### src/sv/wbps_pkg.sv
package wbps_pkg;

    localparam int MAX_PATTERN_BYTES = 16;
    localparam int ADDRESS_BITS      = 32;
    localparam int CELL_COUNT        = MAX_PATTERN_BYTES - 1;
    localparam int FILL_W            = $clog2(MAX_PATTERN_BYTES + 1);
    localparam int PAT_IDX_W         = $clog2(MAX_PATTERN_BYTES);
    localparam int LEN_W             = 5;
    localparam int CFG_W             = 64;
    localparam int BASE_W            = 32;
    localparam int CFG_IDX_W         = 2;

    localparam logic [7:0] WILDCARD_BYTE = 8'h3F;

    typedef enum logic [CFG_IDX_W-1:0] {
        CFG_PAT_LOW  = 2'd0,
        CFG_PAT_HIGH = 2'd1,
        CFG_PAT_LEN  = 2'd2,
        CFG_BASE     = 2'd3
    } t_cfg_index;

    typedef struct packed {
        logic shift;
        logic clear;
    } t_cell_ctl;

    function automatic logic byte_hit(input logic [7:0] pat, input logic [7:0] data);
        return (pat == WILDCARD_BYTE) || (pat == data);
    endfunction

endpackage

### src/sv/wbps_cell.sv
module wbps_cell (
    input  logic                i_clk,
    input  logic                i_rst_n,
    input  wbps_pkg::t_cell_ctl i_ctl,
    input  logic [7:0]          i_byte,
    input  logic [7:0]          i_pat,
    input  logic                i_use,
    output logic [7:0]          o_byte,
    output logic                o_hit
);
    import wbps_pkg::*;

    logic [7:0] r_byte;
    logic [7:0] n_byte;

    always_comb begin
        n_byte = r_byte;
        if (i_ctl.clear) begin
            n_byte = '0;
        end else if (i_ctl.shift) begin
            n_byte = i_byte;
        end
    end

    always_ff @(posedge i_clk) begin
        if (!i_rst_n) begin
            r_byte <= '0;
        end else begin
            r_byte <= n_byte;
        end
    end

    // compare against the byte entering this position
    assign o_hit  = !i_use || byte_hit(i_pat, i_byte);
    assign o_byte = r_byte;

endmodule

### src/sv/wildcard_byte_pattern_scan_core.sv
// a result is registered in the output register on the clock edge that accepts its item
// throughput: one byte per cycle while the result side does not stall, as all window positions compare at once
// a byte is taken while the held result waits, as long as the result side is ready
// reset (synchronous, active low) clears the window, offset, fill count and
// match flag, and resets the config and output valid; found flag and address are not reset
module wildcard_byte_pattern_scan_core (
    input  logic                           i_clk,
    input  logic                           i_rst_n,
    input  logic                           i_cfg_we,
    input  logic [wbps_pkg::CFG_IDX_W-1:0] i_cfg_index,
    input  logic [wbps_pkg::CFG_W-1:0]     i_cfg_data,
    input  logic                           i_in_valid,
    output logic                           o_in_ready,
    input  logic [7:0]                     i_data_byte,
    input  logic                           i_region_end,
    output logic                           o_out_valid,
    input  logic                           i_out_ready,
    output logic                           o_found,
    output logic [31:0]                    o_match_address
);
    import wbps_pkg::*;

    logic [63:0]             r_pat_low;
    logic [63:0]             r_pat_high;
    logic [LEN_W-1:0]        r_len;
    logic [BASE_W-1:0]       r_base;
    logic [ADDRESS_BITS-1:0] r_offset;
    logic [FILL_W-1:0]       r_fill;
    logic                    r_reported;
    logic                    r_out_valid;
    logic                    r_found;
    logic [31:0]             r_addr;

    logic [ADDRESS_BITS-1:0] n_offset;
    logic [FILL_W-1:0]       n_fill;
    logic [ADDRESS_BITS-1:0] n_addr;

    logic [7:0]              pat_arr [MAX_PATTERN_BYTES];
    logic [7:0]              pos_pat [MAX_PATTERN_BYTES];
    logic                    pos_use [MAX_PATTERN_BYTES];
    logic [7:0]              win     [CELL_COUNT];
    logic [MAX_PATTERN_BYTES-1:0] hits;
    logic [FILL_W-1:0]       len_c;
    t_cell_ctl               cell_ctl;

    logic in_acc;
    logic upd;
    logic match;
    logic not_found;

    genvar g;
    generate
        for (g = 0; g < MAX_PATTERN_BYTES; g++) begin : g_pat
            if (g < 8) begin : g_lo
                assign pat_arr[g] = r_pat_low[8*g +: 8];
            end else if (g < 16) begin : g_hi
                assign pat_arr[g] = r_pat_high[8*(g-8) +: 8];
            end else begin : g_wc
                assign pat_arr[g] = WILDCARD_BYTE;
            end
        end
    endgenerate

    assign len_c = (int'(r_len) > MAX_PATTERN_BYTES) ? FILL_W'(MAX_PATTERN_BYTES)
                                                     : FILL_W'(r_len);

    // window position k, newest first, meets pattern byte len-1-k
    always_comb begin
        for (int k = 0; k < MAX_PATTERN_BYTES; k++) begin
            pos_use[k] = (k < int'(len_c));
            pos_pat[k] = pat_arr[PAT_IDX_W'(int'(len_c) - 1 - k)];
        end
    end

    assign in_acc = i_in_valid && o_in_ready;
    assign upd    = in_acc && !r_reported;

    assign cell_ctl.shift = upd;
    assign cell_ctl.clear = in_acc && i_region_end;

    generate
        for (g = 0; g < CELL_COUNT; g++) begin : g_cell
            wbps_cell u_cell (
                .i_clk  (i_clk),
                .i_rst_n(i_rst_n),
                .i_ctl  (cell_ctl),
                .i_byte ((g == 0) ? i_data_byte : win[(g == 0) ? 0 : g-1]),
                .i_pat  (pos_pat[g]),
                .i_use  (pos_use[g]),
                .o_byte (win[g]),
                .o_hit  (hits[g])
            );
        end
    endgenerate

    // oldest position reads the last stored byte
    assign hits[MAX_PATTERN_BYTES-1] = !pos_use[MAX_PATTERN_BYTES-1] ||
        byte_hit(pos_pat[MAX_PATTERN_BYTES-1], win[CELL_COUNT-1]);

    assign n_fill   = (int'(r_fill) == MAX_PATTERN_BYTES) ? r_fill : r_fill + FILL_W'(1);
    assign n_offset = r_offset + ADDRESS_BITS'(1);
    assign n_addr   = ADDRESS_BITS'(r_base) + n_offset - ADDRESS_BITS'(len_c);

    assign match     = upd && (len_c != '0) && (n_fill >= len_c) && (&hits);
    assign not_found = in_acc && i_region_end && !r_reported && !match;

    always_ff @(posedge i_clk) begin
        if (!i_rst_n) begin
            r_pat_low  <= '0;
            r_pat_high <= '0;
            r_len      <= LEN_W'(1);
            r_base     <= '0;
        end else if (i_cfg_we) begin
            case (t_cfg_index'(i_cfg_index))
                CFG_PAT_LOW:  r_pat_low  <= i_cfg_data[63:0];
                CFG_PAT_HIGH: r_pat_high <= i_cfg_data[63:0];
                CFG_PAT_LEN:  r_len      <= i_cfg_data[LEN_W-1:0];
                CFG_BASE:     r_base     <= i_cfg_data[BASE_W-1:0];
                default: ;
            endcase
        end
    end

    always_ff @(posedge i_clk) begin
        if (!i_rst_n) begin
            r_offset   <= '0;
            r_fill     <= '0;
            r_reported <= 1'b0;
        end else if (in_acc) begin
            if (i_region_end) begin
                r_offset   <= '0;
                r_fill     <= '0;
                r_reported <= 1'b0;
            end else if (upd) begin
                r_offset   <= n_offset;
                r_fill     <= n_fill;
                r_reported <= match;
            end
        end
    end

    always_ff @(posedge i_clk) begin
        if (!i_rst_n) begin
            r_out_valid <= 1'b0;
        end else if (match || not_found) begin
            r_out_valid <= 1'b1;
        end else if (i_out_ready) begin
            r_out_valid <= 1'b0;
        end
    end

    always_ff @(posedge i_clk) begin
        if (match) begin
            r_found <= 1'b1;
            r_addr  <= 32'(n_addr);
        end else if (not_found) begin
            r_found <= 1'b0;
            r_addr  <= '0;
        end
    end

    assign o_in_ready      = !r_out_valid || i_out_ready;
    assign o_out_valid     = r_out_valid;
    assign o_found         = r_found;
    assign o_match_address = r_addr;

endmodule

### config.mk
export PLATFORM = sky130hd
export DESIGN_NAME = wildcard_byte_pattern_scan_core
export DESIGN_NICKNAME = d
export VERILOG_FILES = /design/src/sv/wbps_pkg.sv /design/src/sv/wbps_cell.sv /design/src/sv/wildcard_byte_pattern_scan_core.sv
export SDC_FILE = /design/constraint.sdc
export NUM_CORES = 1
export LEC_CHECK = 0
export ABC_AREA = 1
export BUFFER_PORTS_ARGS = -buffer_cell sky130_fd_sc_hd__buf_2
export CORE_ASPECT_RATIO = 2
export CORE_UTILIZATION = 60
export CTS_BUF_LIST = sky130_fd_sc_hd__clkbuf_8
export DETAILED_ROUTE_END_ITERATION = 16
export PLACE_DENSITY = 0.86
export SETUP_SLACK_MARGIN = 0.15
export SYNTH_ARGS = -nofsm -noshare
export SYNTH_HDL_FRONTEND = slang
export SYNTH_SLANG_ARGS = --single-unit
### constraint.sdc
create_clock -name i_clk -period 8.2 [get_ports i_clk]
set_input_delay 0.41 -clock i_clk [delete_from_list [all_inputs] [get_ports i_clk]]
set_output_delay 0.41 -clock i_clk [all_outputs]
set_load 0.005 [all_outputs]
==> results of run 1 <==
[metal layers]
| layer | global-route usage (%) | GRT overflow |
|---|---|---|
| met4 | 74.2 | 5 |
| met2 | 93.5 | 8 |
| met1 | 63.3 | 0 |
| met3 | 32.9 | 0 |
| met5 | 3.60 | 0 |
[per-stage QoR]
stage	cell area (sq um)	std cells	hold slack, ns	utilization (%)
detailed placement	26200	4745	0.446	62.4
global placement	26200	4745	0.440	62.4
floorplan	25700	4281	0.428	-
CTS	27200	4835	0.00409	64.8
[cell families after synthesis]
logic type	synth area share, %
AO/OA/AOI/OAI	12.9
XOR/XNOR	1.84
adder cells (fa/ha/maj)	4.19
buffers and inverters	10.2
flip-flops	29.1
AND/OR/NAND/NOR	41.7
==> summary.txt, run 1 <==
Status
  • Status: did not finish
  • Stop stage: 5_1_grt
  • First error message: [ERROR GRT-0116] Global routing finished with congestion. Check the congestion regions in the DRC Viewer.

Logic synthesis
  • #FFs+latches synth: between 300 and 400
  • Mapped Cells: between 4000 and 5000
  • Synth top area share: 25.3%
  • Number of synthesized flops with an enable pin: 32
  • Synth cell count leaders: nand2_1 (1357), nand3_1 (718), inv_1 (427)
  • Synth top area cells: dfxtp_1 (25%), nand2_1 (20%), nand3_1 (14%)
  • Prevailing post-synth register cell: dfxtp_1
  • Async SR Flop Fraction: 0%
  • Mapped Area: 25700 sq um
  • Post-Syn Area per Cell: approximately 6 sq um
  • Synth cell types: 49
  • Syn nets: between 4000 and 5000
  • Most frequent cell after synthesis: nand2_1
  • Yosys top cell by area: dfxtp_1
  • Sequential area share after synthesis: 29.1%
  • Yosys warning total: 0

Floorplanning
  • # rows: about 110
  • Die height: 295 um
  • Top Ports: 115
  • Initial core utilization: 61.1%
  • Die Wd: about 150 um

Clock network
  • Post-CTS Setup Bufs: 0
  • Clk root buf: clkbuf_8
  • Clock Path Buffers: 3
  • CTS Sinks: 357
  • Hold buffers post-CTS: 0
  • CTS H-tree depth: 2
  • Num CTS Buffers: 50
  • CTS-repair resized insts: 0

GRT
  • GRT overflow: 13
  • Number of global-route vias before repair: 32200
  • Gr usage total: 65.2%
  • Largest net degree at the start of global routing: 117
  • First-pass GRT wire length: 209000 um

Placed design
  • Dpl hpwl: 97000 um
  • I/O Buffers: 114
  • Dpl ws: approximately 2.4 ns
  • Final estimated routing congestion in global placement: approximately 1.2
==> run 2, diff against run 1 <==
--- a/config.mk
+++ b/config.mk
@@ -7,12 +7,9 @@
 export LEC_CHECK = 0
 export ABC_AREA = 1
 export BUFFER_PORTS_ARGS = -buffer_cell sky130_fd_sc_hd__buf_2
-export CORE_ASPECT_RATIO = 2
-export CORE_UTILIZATION = 60
-export CTS_BUF_LIST = sky130_fd_sc_hd__clkbuf_8
+export CORE_UTILIZATION = 40
 export DETAILED_ROUTE_END_ITERATION = 16
-export PLACE_DENSITY = 0.86
-export SETUP_SLACK_MARGIN = 0.15
+export PLACE_DENSITY_LB_ADDON = 0.15
 export SYNTH_ARGS = -nofsm -noshare
 export SYNTH_HDL_FRONTEND = slang
 export SYNTH_SLANG_ARGS = --single-unit
==> run 2 against run 1 <==
- the run now ends clean
- synthesized cell count unchanged
- synthesized area unchanged
==> summary.txt, run 2 <==
Drt
  • Wirelength per Cell: 22.7 um
  • Total iterations of the first detailed-routing run: 8
  • Met3 wire length: 10200 um
  • Post-DRT Antenna Nets: 0
  • Post-Route WL: ~120000 um
  • 1st-iter DRT viols: 2965
  • Metal-1 WL: 50500 um
  • Vias/cell: roughly 5.6
  • Met2 WL: roughly 48000 um
  • Vias: 28700
  • Remaining DRCs: 0
  • Highest metal used: met5

Logic synthesis
  • Synth top area share: 25.3%
  • Post-synthesis adder-cell area fraction: under 10%
  • Most frequent cell after synthesis: nand2_1
  • Dominant combinational cell family by area after synthesis: simple AND/OR/NAND/NOR gates
  • Yosys warning total: 0
  • Mapped Cells: 4281
  • Simple-gate share of the synthesized area: 41.7%
  • Sequential area share after synthesis: between 20% and 30%
  • Compound-Gate Fraction of Synth Area: between 10 and 15%
  • Prevailing post-synth register cell: dfxtp_1
  • Syn nets: 4444
  • Synth top area cells: dfxtp_1 (25%), nand2_1 (20%), nand3_1 (14%)
  • Synth cell types: between 40 and 50
  • Mapped Area: 25700 sq um
  • Async SR Flop Fraction: 0%
  • Number of synthesized flops with an enable pin: 32
  • #FFs+latches synth: ~360
  • Post-Syn Area per Cell: 6.00 sq um
  • Post-synthesis xor/xnor area fraction: roughly 1.8%
  • Post-synthesis mux area share: 0%
  • Synth cell count leaders: nand2_1 (1357), nand3_1 (718), inv_1 (427)
  • Yosys top cell by area: dfxtp_1

Finish
  • Multi-input gate area: 15600 sq um
  • Register area: between 7000 and 8000 sq um
  • Fillers: 6979
  • Area Growth Syn to Fin: 9.75%
  • Most common cell after layout, fill and taps aside: nand2_1
  • Commonest cells after routing, fill and taps aside: nand2_1 (1356), nand3_1 (717), inv_1 (424)
  • Final core utilization: 44.5%
  • Final net count: 4412
  • Max FFs per register: 120
  • Final Non-Filler Cells: 5132
  • Layout cells sized above 1: 6.30%

Power and ir drop
  • Pleak: 13.2 nW
  • Clock power share: 34.3%
  • NetSw: 2.56 mW
  • Sw Ratio: 40.9%
  • Tot Pwr: 6.26 mW
  • Maximum vdd drop: about 0.00014 V
  • Power per cell area: 222 nW/um^2
  • Flop pwr share: 30.7%
  • Combinational power share: 34.9%
  • Int Power: roughly 3.7 mW

Clock network
  • CTS H-tree depth: 2
  • Clk_lat worst skew: 0.61 ns
  • Post-CTS Setup Bufs: 0
  • CTS Sinks: 357
  • CTS tree: built
  • Hold buffers post-CTS: 0
  • CTS-repair resized insts: 0
  • Num CTS Buffers: 44
  • Clock Path Buffers: 3
  • Clk root buf: clkbuf_16
  • Worst-path clk slew: 0.07 ns

STA
  • Final max-slew violation count: 0
  • PnR worst setup slack: 1.63 ns
  • Hold Vio Cnt, Final: 0
  • RSZ-0062 raised after global routing: false
  • Clock Skews: 0.0310 ns
  • Worst slew pin tran: 1.18 ns
  • Sum Neg Setup Slack: 0 ns
  • Minimum clock period: 6.57 ns
  • Post-route clock period utilization: 80.1%
  • Final setup fails: 0
  • Fmax: 0.152 GHz
  • Slew margin rel.: 21.5%

Worst setup path
  • Startpoint types: register
  • CP max FO: 59
  • CP required: approximately 8.5 ns
  • Reg2reg path depth: 25
  • CP startpoint: r_len[4]$_SDFFE_PN0P_
  • WS Path Type: register to register
  • RR Startpoint: r_len[4]$_SDFFE_PN0P_
  • Crit end category: register
  • Critical Path AT: about 6.8 ns

GRT
  • First-pass GRT wire length: around 170000 um
  • Initial antenna violation count: 3
  • Gr usage total: between 30% and 40%
  • GRT overflow: 0
  • Number of global-route vias before repair: 25800
  • Largest net degree at the start of global routing: 100

Placed design
  • Dpl hpwl: 91200 um
  • Final estimated routing congestion in global placement: ~1.1
  • DP Cell Count: ~5000
  • Dpl ws: 1.80 ns
  • I/O Buffers: 114

Floorplanning
  • Die height: 255 um
  • Die area: between 60000 and 70000 sq um
  • Top Ports: 115
  • Core ar.: 63300 sq um
  • # rows: 92
  • Die Wd: 255 um
  • Initial core utilization: 40.6%

Job
  • Max Cap Viol: 0

Min path
  • HP Class: input port to register
  • Hold Startpoint: i_cfg_data[58]
  • Hold Crit Depth: 3

Status
  • Status: complete, no violations
==> run 2: routing by layer <==
metal	vias up	track usage [%]
li1	13900	-
met1	13200	47.3
met2	1309	51.0
met3	281	6.55
met4	4	20.1
met5	-	0
==> run 2: worst paths after layout <==
path	slack, ns	endpoint
setup / recovery	1.63	o_match_address[25]$_SDFFCE_PN0P_
hold / removal	0.03	r_pat_low[58]$_SDFFE_PN0P_
setup reg to reg	1.63	o_match_address[25]$_SDFFCE_PN0P_
hold reg to reg	0.46	r_base[31]$_SDFFE_PN0P_
==> run 2: kinds of logic after synthesis <==
kind of cell	after synthesis
buf+inv	658
fa+ha+maj	83
compound gates	582
xor+xnor	54
flops	357
simple gates	2547
==> run 2: worst max-delay path, cell delays in order (launching register included) <==
cell and delay (ns):
dfxtp_1 0.50, inv_6 0.47, nand2_4 0.53, ha_2 1.08, inv_2 0.53, ha_1 0.40, inv_1 0.17, nand2_2 0.26
inv_2 0.32, nand2_1 0.08, nand2_1 0.13, nand2_1 0.08, nand2_1 0.11, nand2_1 0.05, nand2_1 0.05, nand2_1 0.05
nor2_1 0.10, nand2_1 0.06, nand2_1 0.05, nand2_1 0.08, nand2_1 0.07, nand2_1 0.08, nor2_1 0.28, nand2_2 0.17
nand2_1 0.10, buf_4 0.35
==> run 2: final cells by class <==
class / count / share of cell area [%]
timing repair buffer: 141 / 2.80
multi-input combinational: 3266 / 55.4
inverter: 439 / 5.88
antenna: 2 / 0.0178
clock buffer: 58 / 4.42
tap: 846 / 3.75
sequential: 357 / 26.5
clock inverter: 23 / 1.19
==> run 2: power groups by stage <==
stage                     logic [mW]  clock network (mW)  registers, mW
after floorplan                 1.45                   0           1.92
after global placement          2.11                   0           1.96
after detailed placement        2.11                   0           1.96
after CTS                       2.12                2.18           1.92
after global routing            2.38                2.25           1.93
final                           2.19                2.15           1.92
==> run 2: per-stage QoR <==
step                hold slack, ns  area (sq um)
floorplan                    0.428         25700
global placement             0.449         26600
detailed placement           0.454         26600
CTS                         0.0175         28200
global route                0.0322         28200
finish                      0.0335         28200
(Power assumes the default switching activity.)
